### src/rtl/tpq_pkg.sv
`default_nettype none
// ----------------------------------------------------------------------------
// tpq_pkg: shared types and constants for the two-class priority queue
// Holds command and status codes, port widths, parameter defaults and the
// command bundle passed from the controller to the datapath.
// ----------------------------------------------------------------------------
package tpq_pkg;

    // Parameter defaults
    localparam int QUEUE_DEPTH_DEF = 64;
    localparam int TAG_WIDTH_DEF   = 16;

    // Fixed port widths
    localparam int IO_TAG_W   = 16;
    localparam int CAP_W      = 7;
    localparam int WAITING_W  = 7;
    localparam int DROP_W     = 32;

    localparam logic [CAP_W-1:0] CAPACITY_RESET = 7'd64;

    // Input command codes
    localparam logic CMD_ARRIVAL     = 1'b0;
    localparam logic CMD_SERVICE_END = 1'b1;

    // Result status codes
    typedef enum logic [2:0] {
        ST_QUEUED      = 3'd0,
        ST_DROPPED     = 3'd1,
        ST_STARTED     = 3'd2,
        ST_FWD_NEXT    = 3'd3,
        ST_FWD_IDLE    = 3'd4,
        ST_ERROR       = 3'd5
    } status_t;

    // Controller to datapath commands
    typedef struct packed {
        logic load_in;   // capture the input transfer
        logic execute;   // apply the held item and load the result register
    } ctrl_cmd_t;

endpackage : tpq_pkg
`default_nettype wire

### src/rtl/tpq_ctrl.sv
`default_nettype none
// ----------------------------------------------------------------------------
// tpq_ctrl: controller of the two-class priority queue
// Two-state sequencer: take one input transfer, then apply it once the
// result register is free. Owns the output valid flag.
// ----------------------------------------------------------------------------
module tpq_ctrl
    import tpq_pkg::*;
(
    input  wire logic clk,
    input  wire logic rst_n,
    input  wire logic in_valid,
    output logic      in_ready,
    output logic      out_valid,
    input  wire logic out_ready,
    output ctrl_cmd_t cmd
);

    typedef enum logic {
        S_IDLE,
        S_EXEC
    } state_t;

    state_t state_reg;
    state_t state_next;
    logic   out_valid_reg;
    logic   out_valid_next;
    logic   res_free;

    // Result register may be reloaded when empty or being drained
    assign res_free = !out_valid_reg || out_ready;

    // Next state and commands
    always_comb
    begin
        state_next     = state_reg;
        out_valid_next = out_valid_reg && !out_ready;
        cmd            = '0;
        in_ready       = 1'b0;
        unique case (state_reg)
            S_IDLE:
            begin
                in_ready = 1'b1;
                if (in_valid)
                begin
                    cmd.load_in = 1'b1;
                    state_next  = S_EXEC;
                end
            end
            S_EXEC:
            begin
                if (res_free)
                begin
                    cmd.execute    = 1'b1;
                    out_valid_next = 1'b1;
                    state_next     = S_IDLE;
                end
            end
            default:
            begin
                state_next = S_IDLE;
            end
        endcase
    end

    // Hold state and output valid
    always_ff @(posedge clk or negedge rst_n)
    begin
        if (!rst_n)
        begin
            state_reg     <= S_IDLE;
            out_valid_reg <= 1'b0;
        end
        else
        begin
            state_reg     <= state_next;
            out_valid_reg <= out_valid_next;
        end
    end

    assign out_valid = out_valid_reg;

endmodule : tpq_ctrl
`default_nettype wire

### src/rtl/tpq_datapath.sv
`default_nettype none
// ----------------------------------------------------------------------------
// tpq_datapath: FIFOs, server state and result register
// Two circular tag stores with head/tail pointers and counts, the server
// registers, the saturating drop counter and the capacity register.
// ----------------------------------------------------------------------------
module tpq_datapath
    import tpq_pkg::*;
#(
    parameter int QUEUE_DEPTH = QUEUE_DEPTH_DEF,
    parameter int TAG_WIDTH   = TAG_WIDTH_DEF
)
(
    input  wire logic                 clk,
    input  wire logic                 rst_n,
    input  wire ctrl_cmd_t            cmd,
    input  wire logic                 cfg_valid,
    input  wire logic [CAP_W-1:0]     cfg_data,
    input  wire logic                 command,
    input  wire logic                 arrival_is_alarm,
    input  wire logic [IO_TAG_W-1:0]  arrival_tag,
    output logic [2:0]                status,
    output logic [IO_TAG_W-1:0]       forwarded_tag,
    output logic                      forwarded_is_alarm,
    output logic [IO_TAG_W-1:0]       started_tag,
    output logic                      started_is_alarm,
    output logic [WAITING_W-1:0]      alarm_waiting,
    output logic [WAITING_W-1:0]      telemetry_waiting,
    output logic                      server_busy,
    output logic [DROP_W-1:0]         drops_total
);

    localparam int ADDR_W = $clog2(QUEUE_DEPTH);
    localparam int CNT_W  = $clog2(QUEUE_DEPTH + 1);
    localparam int CMP_W  = CNT_W + CAP_W + 1;
    localparam logic [ADDR_W-1:0] LAST_ADDR = ADDR_W'(QUEUE_DEPTH - 1);
    localparam logic [CMP_W-1:0]  DEPTH_CMP = CMP_W'(QUEUE_DEPTH);

    // Tag stores
    logic [TAG_WIDTH-1:0] alarm_mem [QUEUE_DEPTH];
    logic [TAG_WIDTH-1:0] tele_mem  [QUEUE_DEPTH];
    logic [TAG_WIDTH-1:0] alarm_rd_reg;
    logic [TAG_WIDTH-1:0] tele_rd_reg;

    // Held input item
    logic                 cmd_in_reg;
    logic                 is_alarm_in_reg;
    logic [TAG_WIDTH-1:0] tag_in_reg;
    logic [TAG_WIDTH+IO_TAG_W-1:0] tag_in_ext;

    // Queue and server state
    logic [ADDR_W-1:0]    alarm_head_reg, alarm_head_next;
    logic [ADDR_W-1:0]    alarm_tail_reg, alarm_tail_next;
    logic [CNT_W-1:0]     alarm_cnt_reg,  alarm_cnt_next;
    logic [ADDR_W-1:0]    tele_head_reg,  tele_head_next;
    logic [ADDR_W-1:0]    tele_tail_reg,  tele_tail_next;
    logic [CNT_W-1:0]     tele_cnt_reg,   tele_cnt_next;
    logic                 busy_reg,       busy_next;
    logic [TAG_WIDTH-1:0] serv_tag_reg,   serv_tag_next;
    logic                 serv_alarm_reg, serv_alarm_next;
    logic [DROP_W-1:0]    drop_cnt_reg,   drop_cnt_next;
    logic [CAP_W-1:0]     capacity_reg;

    // Step results
    logic                 push_alarm;
    logic                 push_tele;
    status_t              res_status;
    logic [TAG_WIDTH-1:0] res_fwd_tag;
    logic                 res_fwd_alarm;
    logic [TAG_WIDTH-1:0] res_st_tag;
    logic                 res_st_alarm;
    logic [CMP_W-1:0]     limit;
    logic [CMP_W-1:0]     total;

    // Result register
    status_t              status_reg;
    logic [IO_TAG_W-1:0]  fwd_tag_reg;
    logic                 fwd_alarm_reg;
    logic [IO_TAG_W-1:0]  st_tag_reg;
    logic                 st_alarm_reg;
    logic [WAITING_W-1:0] alarm_wait_reg;
    logic [WAITING_W-1:0] tele_wait_reg;
    logic                 busy_out_reg;
    logic [DROP_W-1:0]    drops_out_reg;

    logic [TAG_WIDTH+IO_TAG_W-1:0] fwd_tag_ext;
    logic [TAG_WIDTH+IO_TAG_W-1:0] st_tag_ext;
    logic [CNT_W+WAITING_W-1:0]    alarm_cnt_ext;
    logic [CNT_W+WAITING_W-1:0]    tele_cnt_ext;

    // Fit the port tag to the stored tag width
    assign tag_in_ext = {{TAG_WIDTH{1'b0}}, arrival_tag};

    // Capture the input transfer
    always_ff @(posedge clk)
    begin
        if (cmd.load_in)
        begin
            cmd_in_reg      <= command;
            is_alarm_in_reg <= arrival_is_alarm;
            tag_in_reg      <= tag_in_ext[TAG_WIDTH-1:0];
        end
    end

    // Write tails and read heads of both stores
    always_ff @(posedge clk)
    begin
        if (push_alarm)
        begin
            alarm_mem[alarm_tail_reg] <= tag_in_reg;
        end
        if (push_tele)
        begin
            tele_mem[tele_tail_reg] <= tag_in_reg;
        end
        alarm_rd_reg <= alarm_mem[alarm_head_reg];
        tele_rd_reg  <= tele_mem[tele_head_reg];
    end

    // Effective capacity and current fill
    assign limit = (CMP_W'(capacity_reg) < DEPTH_CMP) ? CMP_W'(capacity_reg) : DEPTH_CMP;
    assign total = CMP_W'(alarm_cnt_reg) + CMP_W'(tele_cnt_reg);

    // Apply one item
    always_comb
    begin
        alarm_head_next = alarm_head_reg;
        alarm_tail_next = alarm_tail_reg;
        alarm_cnt_next  = alarm_cnt_reg;
        tele_head_next  = tele_head_reg;
        tele_tail_next  = tele_tail_reg;
        tele_cnt_next   = tele_cnt_reg;
        busy_next       = busy_reg;
        serv_tag_next   = serv_tag_reg;
        serv_alarm_next = serv_alarm_reg;
        drop_cnt_next   = drop_cnt_reg;
        push_alarm      = 1'b0;
        push_tele       = 1'b0;
        res_status      = ST_ERROR;
        res_fwd_tag     = '0;
        res_fwd_alarm   = 1'b0;
        res_st_tag      = '0;
        res_st_alarm    = 1'b0;
        if (cmd.execute)
        begin
            if (cmd_in_reg == CMD_ARRIVAL)
            begin
                priority if (!busy_reg)
                begin
                    busy_next       = 1'b1;
                    serv_tag_next   = tag_in_reg;
                    serv_alarm_next = is_alarm_in_reg;
                    res_st_tag      = tag_in_reg;
                    res_st_alarm    = is_alarm_in_reg;
                    res_status      = ST_STARTED;
                end
                else if (total < limit)
                begin
                    if (is_alarm_in_reg)
                    begin
                        push_alarm      = 1'b1;
                        alarm_cnt_next  = alarm_cnt_reg + 1'b1;
                        alarm_tail_next = (alarm_tail_reg == LAST_ADDR) ? '0
                                        : alarm_tail_reg + 1'b1;
                    end
                    else
                    begin
                        push_tele      = 1'b1;
                        tele_cnt_next  = tele_cnt_reg + 1'b1;
                        tele_tail_next = (tele_tail_reg == LAST_ADDR) ? '0
                                       : tele_tail_reg + 1'b1;
                    end
                    res_status = ST_QUEUED;
                end
                else
                begin
                    if (drop_cnt_reg != '1)
                    begin
                        drop_cnt_next = drop_cnt_reg + 1'b1;
                    end
                    res_status = ST_DROPPED;
                end
            end
            else if (busy_reg)
            begin
                // Forward the packet in service, then start the next by class
                res_fwd_tag   = serv_tag_reg;
                res_fwd_alarm = serv_alarm_reg;
                priority if (alarm_cnt_reg != '0)
                begin
                    serv_tag_next   = alarm_rd_reg;
                    serv_alarm_next = 1'b1;
                    alarm_cnt_next  = alarm_cnt_reg - 1'b1;
                    alarm_head_next = (alarm_head_reg == LAST_ADDR) ? '0
                                    : alarm_head_reg + 1'b1;
                    res_st_tag      = alarm_rd_reg;
                    res_st_alarm    = 1'b1;
                    res_status      = ST_FWD_NEXT;
                end
                else if (tele_cnt_reg != '0)
                begin
                    serv_tag_next   = tele_rd_reg;
                    serv_alarm_next = 1'b0;
                    tele_cnt_next   = tele_cnt_reg - 1'b1;
                    tele_head_next  = (tele_head_reg == LAST_ADDR) ? '0
                                    : tele_head_reg + 1'b1;
                    res_st_tag      = tele_rd_reg;
                    res_st_alarm    = 1'b0;
                    res_status      = ST_FWD_NEXT;
                end
                else
                begin
                    busy_next       = 1'b0;
                    serv_tag_next   = '0;
                    serv_alarm_next = 1'b0;
                    res_status      = ST_FWD_IDLE;
                end
            end
        end
    end

    // Hold queue, server and configuration state
    always_ff @(posedge clk or negedge rst_n)
    begin
        if (!rst_n)
        begin
            alarm_head_reg <= '0;
            alarm_tail_reg <= '0;
            alarm_cnt_reg  <= '0;
            tele_head_reg  <= '0;
            tele_tail_reg  <= '0;
            tele_cnt_reg   <= '0;
            busy_reg       <= 1'b0;
            serv_tag_reg   <= '0;
            serv_alarm_reg <= 1'b0;
            drop_cnt_reg   <= '0;
            capacity_reg   <= CAPACITY_RESET;
        end
        else
        begin
            alarm_head_reg <= alarm_head_next;
            alarm_tail_reg <= alarm_tail_next;
            alarm_cnt_reg  <= alarm_cnt_next;
            tele_head_reg  <= tele_head_next;
            tele_tail_reg  <= tele_tail_next;
            tele_cnt_reg   <= tele_cnt_next;
            busy_reg       <= busy_next;
            serv_tag_reg   <= serv_tag_next;
            serv_alarm_reg <= serv_alarm_next;
            drop_cnt_reg   <= drop_cnt_next;
            if (cfg_valid)
            begin
                capacity_reg <= cfg_data;
            end
        end
    end

    // Fit stored values to port widths
    assign fwd_tag_ext   = {{IO_TAG_W{1'b0}}, res_fwd_tag};
    assign st_tag_ext    = {{IO_TAG_W{1'b0}}, res_st_tag};
    assign alarm_cnt_ext = {{WAITING_W{1'b0}}, alarm_cnt_next};
    assign tele_cnt_ext  = {{WAITING_W{1'b0}}, tele_cnt_next};

    // Load the result register
    always_ff @(posedge clk)
    begin
        if (cmd.execute)
        begin
            status_reg     <= res_status;
            fwd_tag_reg    <= fwd_tag_ext[IO_TAG_W-1:0];
            fwd_alarm_reg  <= res_fwd_alarm;
            st_tag_reg     <= st_tag_ext[IO_TAG_W-1:0];
            st_alarm_reg   <= res_st_alarm;
            alarm_wait_reg <= alarm_cnt_ext[WAITING_W-1:0];
            tele_wait_reg  <= tele_cnt_ext[WAITING_W-1:0];
            busy_out_reg   <= busy_next;
            drops_out_reg  <= drop_cnt_next;
        end
    end

    assign status             = status_reg;
    assign forwarded_tag      = fwd_tag_reg;
    assign forwarded_is_alarm = fwd_alarm_reg;
    assign started_tag        = st_tag_reg;
    assign started_is_alarm   = st_alarm_reg;
    assign alarm_waiting      = alarm_wait_reg;
    assign telemetry_waiting  = tele_wait_reg;
    assign server_busy        = busy_out_reg;
    assign drops_total        = drops_out_reg;

endmodule : tpq_datapath
`default_nettype wire

### src/rtl/two_class_priority_queue.sv
`default_nettype none
// ----------------------------------------------------------------------------
// two_class_priority_queue: strict-priority queue, two classes, one server
// Each input item is first held in the input registers, then applied and
// loaded into the result register once that register is free; the controller
// takes no new item until the held one has been applied. Store reads are registered.
// A new item is taken while the previous result still waits to be taken.
// Reset (rst_n, asynchronous, active low): queues empty, server idle, drop
// count zero, capacity 64; no clearing pass is needed.
// ----------------------------------------------------------------------------
module two_class_priority_queue
    import tpq_pkg::*;
#(
    parameter int QUEUE_DEPTH = QUEUE_DEPTH_DEF,
    parameter int TAG_WIDTH   = TAG_WIDTH_DEF
)
(
    input  wire logic                 clk,
    input  wire logic                 rst_n,
    input  wire logic                 in_valid,
    output logic                      in_ready,
    input  wire logic                 command,
    input  wire logic                 arrival_is_alarm,
    input  wire logic [IO_TAG_W-1:0]  arrival_tag,
    output logic                      out_valid,
    input  wire logic                 out_ready,
    output logic [2:0]                status,
    output logic [IO_TAG_W-1:0]       forwarded_tag,
    output logic                      forwarded_is_alarm,
    output logic [IO_TAG_W-1:0]       started_tag,
    output logic                      started_is_alarm,
    output logic [WAITING_W-1:0]      alarm_waiting,
    output logic [WAITING_W-1:0]      telemetry_waiting,
    output logic                      server_busy,
    output logic [DROP_W-1:0]         drops_total,
    input  wire logic                 cfg_valid,
    output logic                      cfg_ready,
    input  wire logic [CAP_W-1:0]     cfg_data
);

    ctrl_cmd_t cmd;

    // Capacity writes complete at once
    assign cfg_ready = 1'b1;

    tpq_ctrl u_ctrl (
        .clk       (clk),
        .rst_n     (rst_n),
        .in_valid  (in_valid),
        .in_ready  (in_ready),
        .out_valid (out_valid),
        .out_ready (out_ready),
        .cmd       (cmd)
    );

    tpq_datapath #(
        .QUEUE_DEPTH (QUEUE_DEPTH),
        .TAG_WIDTH   (TAG_WIDTH)
    ) u_datapath (
        .clk                (clk),
        .rst_n              (rst_n),
        .cmd                (cmd),
        .cfg_valid          (cfg_valid),
        .cfg_data           (cfg_data),
        .command            (command),
        .arrival_is_alarm   (arrival_is_alarm),
        .arrival_tag        (arrival_tag),
        .status             (status),
        .forwarded_tag      (forwarded_tag),
        .forwarded_is_alarm (forwarded_is_alarm),
        .started_tag        (started_tag),
        .started_is_alarm   (started_is_alarm),
        .alarm_waiting      (alarm_waiting),
        .telemetry_waiting  (telemetry_waiting),
        .server_busy        (server_busy),
        .drops_total        (drops_total)
    );

endmodule : two_class_priority_queue
`default_nettype wire
### config.mk
export PLATFORM = sky130hd
export DESIGN_NAME = two_class_priority_queue
export DESIGN_NICKNAME = d
export VERILOG_FILES = /design/src/rtl/tpq_pkg.sv /design/src/rtl/tpq_ctrl.sv /design/src/rtl/tpq_datapath.sv /design/src/rtl/two_class_priority_queue.sv
export SDC_FILE = /design/constraint.sdc
export NUM_CORES = 2
export LEC_CHECK = 0
export ABC_AREA = 1
export BUFFER_PORTS_ARGS = -buffer_cell sky130_fd_sc_hd__clkbuf_2
export CAP_MARGIN = 20
export CORE_ASPECT_RATIO = 1.2
export CORE_MARGIN = 5
export CORE_UTILIZATION = 51
export CTS_CLUSTER_SIZE = 12
export DETAILED_ROUTE_END_ITERATION = 10
export HOLD_SLACK_MARGIN = 0.03
export PLACE_DENSITY = 0.76
export SETUP_SLACK_MARGIN = 0.02
export SLEW_MARGIN = 20
export SYNTH_ARGS = -nofsm -noshare
export SYNTH_HDL_FRONTEND = slang
export SYNTH_SLANG_ARGS = --single-unit
### constraint.sdc
create_clock -name clk -period 6.56 [get_ports clk]
set_clock_uncertainty 0.05 [all_clocks]
set_input_delay 0.328 -clock clk [delete_from_list [all_inputs] [get_ports clk]]
set_output_delay 0.328 -clock clk [all_outputs]
set_load 0.05 [all_outputs]
After elaboration in Yosys (flattened, before gate mapping)

Memories as Yosys holds them, arrays and structs flattened. A register that Yosys moved wholly into a read port is not among the register bits.
Cells that the tools add are included.

Reductions and logical operators: 12
Bitwise operators: 4
Add/sub/neg operators: 10
Mux-type cells: 74
Equality and inequality tests: 7
$lt $le $gt $ge: 2

Operator list:

| operator              | count |
|---|---|
| $mux 32               | 5 |
| $mux 16               | 8 |
| $mux 7                | 16 |
| $mux 1                | 35 |
| $add 32x1->32 const B | 1 |
| $ne 32x32->1 const B  | 1 |
| $add 6x1->6 const B   | 4 |
| $eq 6x6->1 const B    | 4 |
| $mux 6                | 4 |
| $lt 15x15->1          | 1 |
| $mux 3                | 5 |
| $reduce_and 5->1      | 3 |
| $add 7x1->7 const B   | 2 |
| $reduce_bool 7->1     | 2 |
| $sub 7x1->7 const B   | 2 |
| $add 7x7->8           | 1 |
| $lt 7x7->1 const B    | 1 |
| $not 1->1             | 4 |
| $reduce_and 4->1      | 1 |
| $reduce_and 3->1      | 1 |
| $logic_not 1->1       | 2 |
| $ne 2x1->1 const B    | 1 |
| $ne 2x2->1 const B    | 1 |
| $pmux 1 s2            | 1 |
| 3 further kinds       | 3 |

Bits in registers: 199
Memories: 2
Logic and storage cells: 136
RAM bits: 2048
Bits of input ports: 30

Memories:

| memory               | words | bits a word | read ports | clocked after Yosys merged registers in | write ports | RTL line           | text |
|---|---|---|---|---|---|---|---|
| u_datapath.alarm_mem | 64    | 16          | 1          | 1                                       | 1           | tpq_datapath.sv:40 | `logic [TAG_WIDTH-1:0] alarm_mem [QUEUE_DEPTH];` |
| u_datapath.tele_mem  | 64    | 16          | 1          | 1                                       | 1           | tpq_datapath.sv:41 | `logic [TAG_WIDTH-1:0] tele_mem [QUEUE_DEPTH];` |

Logic depth before layout (Yosys ltp)

Depth in word-level cells: 9
Gate-level depth with buffers: 22

Cells and area by module

Synthesis repeated with hierarchy kept, for this count alone.

Cells, all modules: 6951
Area, all modules: 89722.3 µm²

By module, submodules not included:

| module                   | cells an instance | area an instance (µm²) | times used |
|---|---|---|---|
| tpq_datapath             | 6938              | 89618.5                | 1 |
| tpq_ctrl                 | 11                | 92.6                   | 1 |
| two_class_priority_queue | 2                 | 11.3                   | 1 |

Least setup slack after synthesis

OpenSTA, ideal clock, no wires.

Path type: register -> register
Start point: reg u_datapath.alarm_cnt_reg[0]
End point: mem u_datapath.alarm_mem[27][0] in the netlist's numbering, enable pin
Period minus slack after synthesis: 4393 ps
Required time: 6101 ps
Cell stages (with the launch flop): 21
Slack: 2167 ps
Data arrival time: 3934 ps
Cell sequence: dfrtp_1 > ha_1 > inv_1 > fa_1 > o21ai_0 > nand2_1 > nand2_1 > a21oi_1 > xnor2_1 > ha_1 > nand2_1 > inv_1 > nand2_1 > and2_1 > nand2_1 > nor2_4 > nand2_1 > nor2_4 > buf_6 > nand2_4 > nor3_1

Longest elaborated chain between the ends: 8

RTL lines:

| what                         | RTL line            | text |
|---|---|---|
| start: declaration           | tpq_datapath.sv:54  | `logic [CNT_W-1:0] alarm_cnt_reg, alarm_cnt_next;` |
| start signal: assignment     | tpq_datapath.sv:243 | `alarm_cnt_reg <= alarm_cnt_next;` |
| $add 7x7->8                  | tpq_datapath.sv:122 | `assign total = CMP_W'(alarm_cnt_reg) + CMP_W'(tele_cnt_reg);` |
| $lt 15x15->1                 | tpq_datapath.sv:157 | `else if (total < limit)` |
| $mux 1                       | tpq_datapath.sv:157 |  |
| $mux 1                       | tpq_datapath.sv:148 | `priority if (!busy_reg)` |
| $mux 1                       | tpq_datapath.sv:146 | `if (cmd_in_reg == CMD_ARRIVAL)` |
| $mux 1                       | tpq_datapath.sv:144 | `if (cmd.execute)` |
| $mux 1                       | tpq_datapath.sv:108 | `if (push_alarm)` |
| $mux 1 (not written as such) | tpq_datapath.sv:110 | `alarm_mem[alarm_tail_reg] <= tag_in_reg;` |
| end: declaration             | tpq_datapath.sv:40  |  |

Every way passes these cells.

Final worst setup path

Start point: reg u_datapath.alarm_cnt_reg[0]
End point: mem u_datapath.alarm_mem[5][15] in the netlist's numbering, enable pin

The elaborated chain is that of the path after synthesis.

==> run metrics <==
status completed; Synth warnings 0; largest area contributor in the netlist edfxtp_1; required time of the critical path 7060 ps; hold_sp arrival_tag[11]; switching share of total power 34.8%; worst-path fanout max 11; Cells after Synth 7211; Wirelength per Cell 26.3 um; maxcap violations 0; routability cong. 0.932; syn_area_per_cell 12.6 um^2; CTS tree built; Clock Path Buffers 3; TritonCTS buffer count 214; top_reg_cell synth edfxtp_1; most instantiated cells after synthesis 2150 x edfxtp_1, 1428 x nor2_1, 1077 x o21ai_0; Area Growth Syn to Fin 10.7%; Synth area leaders edfxtp_1 71%, o21ai_0 5.9%, nor2_1 5.9%; reg2reg start u_datapath.alarm_cnt_reg[0]$_DFF_PN0_; non-filler cells, final 9755; Die Span Y 473 um; register share of total power 44.8%; crit path from u_datapath.alarm_cnt_reg[0]$_DFF_PN0_; Synth Net Count 7266; critical path arrival 5680 ps; clock root buffer clkbuf_16; Slew Viols, Final 0; clock-pin slew on the worst setup and hold paths 70 ps; Max IR drop VDD 0.538 mV; Power Density 388 nW/um^2; most common cell in the netlist edfxtp_1; Min-Delay Path Class in2reg; Initial DRC Count 9984; Fmax achieved 193 MHz; Crit. End Element flip-flop; combinational power share 26.2%; NetSw 0.0136 W; post-CTS setup buffer count 0; Top Registers u_datapath.alarm_mem x1024, u_datapath.tele_mem x1024; largest net degree at the start of global routing 225; pre-CTS setup slack 1320 ps; Post-synth EDFFs 2150; Int Pwr 0.0255 W; placed cells 9365; slew margin rel. 28.3%; initial antenna violation count 6; via density per instance 6.28; first-pass GRT wire length 375000 um; clk_lat worst skew 860 ps; RSZ-0062 raised after global routing no; Final WS setup 1380 ps; Remaining DRCs 0; clock sinks 2279; drt pass-1 iters 10; Seq cells post-synth 2279; clock network fraction of design power 29.0%; Total Wirelength 257000 um; Final Cycle Share 78.9%; sequential area share after synthesis 74.3%; nets@finish 7352; CTS resizes 0; worst-margin pin slew 1070 ps; r2r setup slk 1380 ps; Congestion Overflow GR 0; Worst Setup Start Kind flip-flop; Total GRT Usage 26.7%; fin crit period 5180 ps; vias in the first global route 58600; final-report setup violation count 0; I/O pin cnt 117; leakage 33.4 nW; kind of critical path reg2reg; die area 187000 um^2; Vias 61200; Mapped Area 91100 um^2; H-tree depth 4; Final Hold Fails 0; Async SR Flop Fraction 4.26%; number of port buffers 115; row cnt 170; Post-DP HPWL 144000 um; Yosys top cell area share 70.9%; Placeable Area 178000 um^2; Post-Route Setup TNS 0 ps; antenna viol nets, final 0; Min Hold Slack 142 ps; die span in x 396 um; initial core utilization 51.1%; layout cells sized above 1 8.45%; Unique masters post-synth 55
-- stage by stage --
step / power, W / util (%) / instance area, um^2
4_1_cts: 0.0389 / 56.5 / 101000
3_5_place_dp: 0.0277 / 52.8 / 94200
6_report: 0.0391 / 56.6 / 101000
5_1_grt: 0.0404 / 56.5 / 101000
3_3_place_gp: 0.0276 / 52.8 / 94100
2_1_floorplan: 0.0239 / - / 91100
-- cell families after synthesis --
logic type	synth area share, %
adder cells (fa/ha/maj)	0.352
XOR/XNOR	0.375
other	0.00412
flip-flops	74.3
AND/OR/NAND/NOR	11.3
multiplexers	0.0742
buffers and inverters	2.94
AO/OA/AOI/OAI	10.6
-- cell type report --
type,count,area [um^2]
antenna,4,10.0
clock buffer,325,5910
clock inverter,23,260
fill,13700,77400
inverter,171,671
multi-input combinational,4312,20900
sequential,2279,67700
tap,2322,2910
timing repair buffer,319,2500
-- worst max-delay path: stages, from the launching register on --
cell,delay (ps)
dfrtp_1,430
ha_1,200
inv_1,50
fa_1,420
o21ai_0,300
nand2_1,100
nand2_1,90
a21oi_1,70
xnor2_1,170
ha_1,290
nand2_1,110
inv_1,50
nand2_1,70
and2_1,110
nand2_1,90
nor2_4,140
nand2_1,100
nor2_4,520
nand4_2,480
nor2_1,700
buf_4,290
-- power by group through the flow --
stage	logic (W)	clock network [W]	registers, W
CTS	0.00996	0.0114	0.0175
finish	0.0102	0.0114	0.0175
global placement	0.00977	0	0.0178
floorplan	0.00544	0	0.0185
detailed placement	0.00987	0	0.0178
global route	0.0108	0.0120	0.0176
-- what timing repair did --
action	CTS	global route
setup endpoints to repair	0	0
endpoints found under the hold margin	83	0
hold buffers	38	0
-- path summary, 6_finish.rpt --
kind	to	cells after the start
max	u_datapath.alarm_mem[5][15]$_DFFE_PP_	20
min	u_datapath.tag_in_reg[11]$_DFFE_PP_	2
max reg2reg	u_datapath.alarm_mem[5][15]$_DFFE_PP_	20
min reg2reg	u_datapath.serv_tag_reg[10]$_DFFE_PN0P_	2
max in group asynchronous	u_datapath.alarm_head_reg[0]$_DFFE_PN0P_	4
min in group asynchronous	u_datapath.capacity_reg[6]$_DFFE_PN1P_	3
-- routing by layer --
layer,up-vias,track usage (%),part of all wire (%)
met5,-,0,0.014
met4,6,11.9,4.8
met3,678,6.64,13
met2,4333,42.2,46
met1,29800,35.3,36
li1,26400,-,-
-- cell usage in the layout, fill, tap and decap left out, types with 90 or more instances in the layout --
master,netlist,layout
clkbuf_2,0,114
clkbuf_1,277,103
clkbuf_16,0,219
o22ai_1,263,263
a21oi_1,100,100
dfrtp_1,96,90
buf_4,39,144
o21ai_0,1077,1077
o211ai_1,249,249
nand2_1,632,632
nor2_1,1428,1408
edfxtp_1,2150,2150
nand3_1,319,319
inv_1,157,152
(Power assumes the default switching activity.)
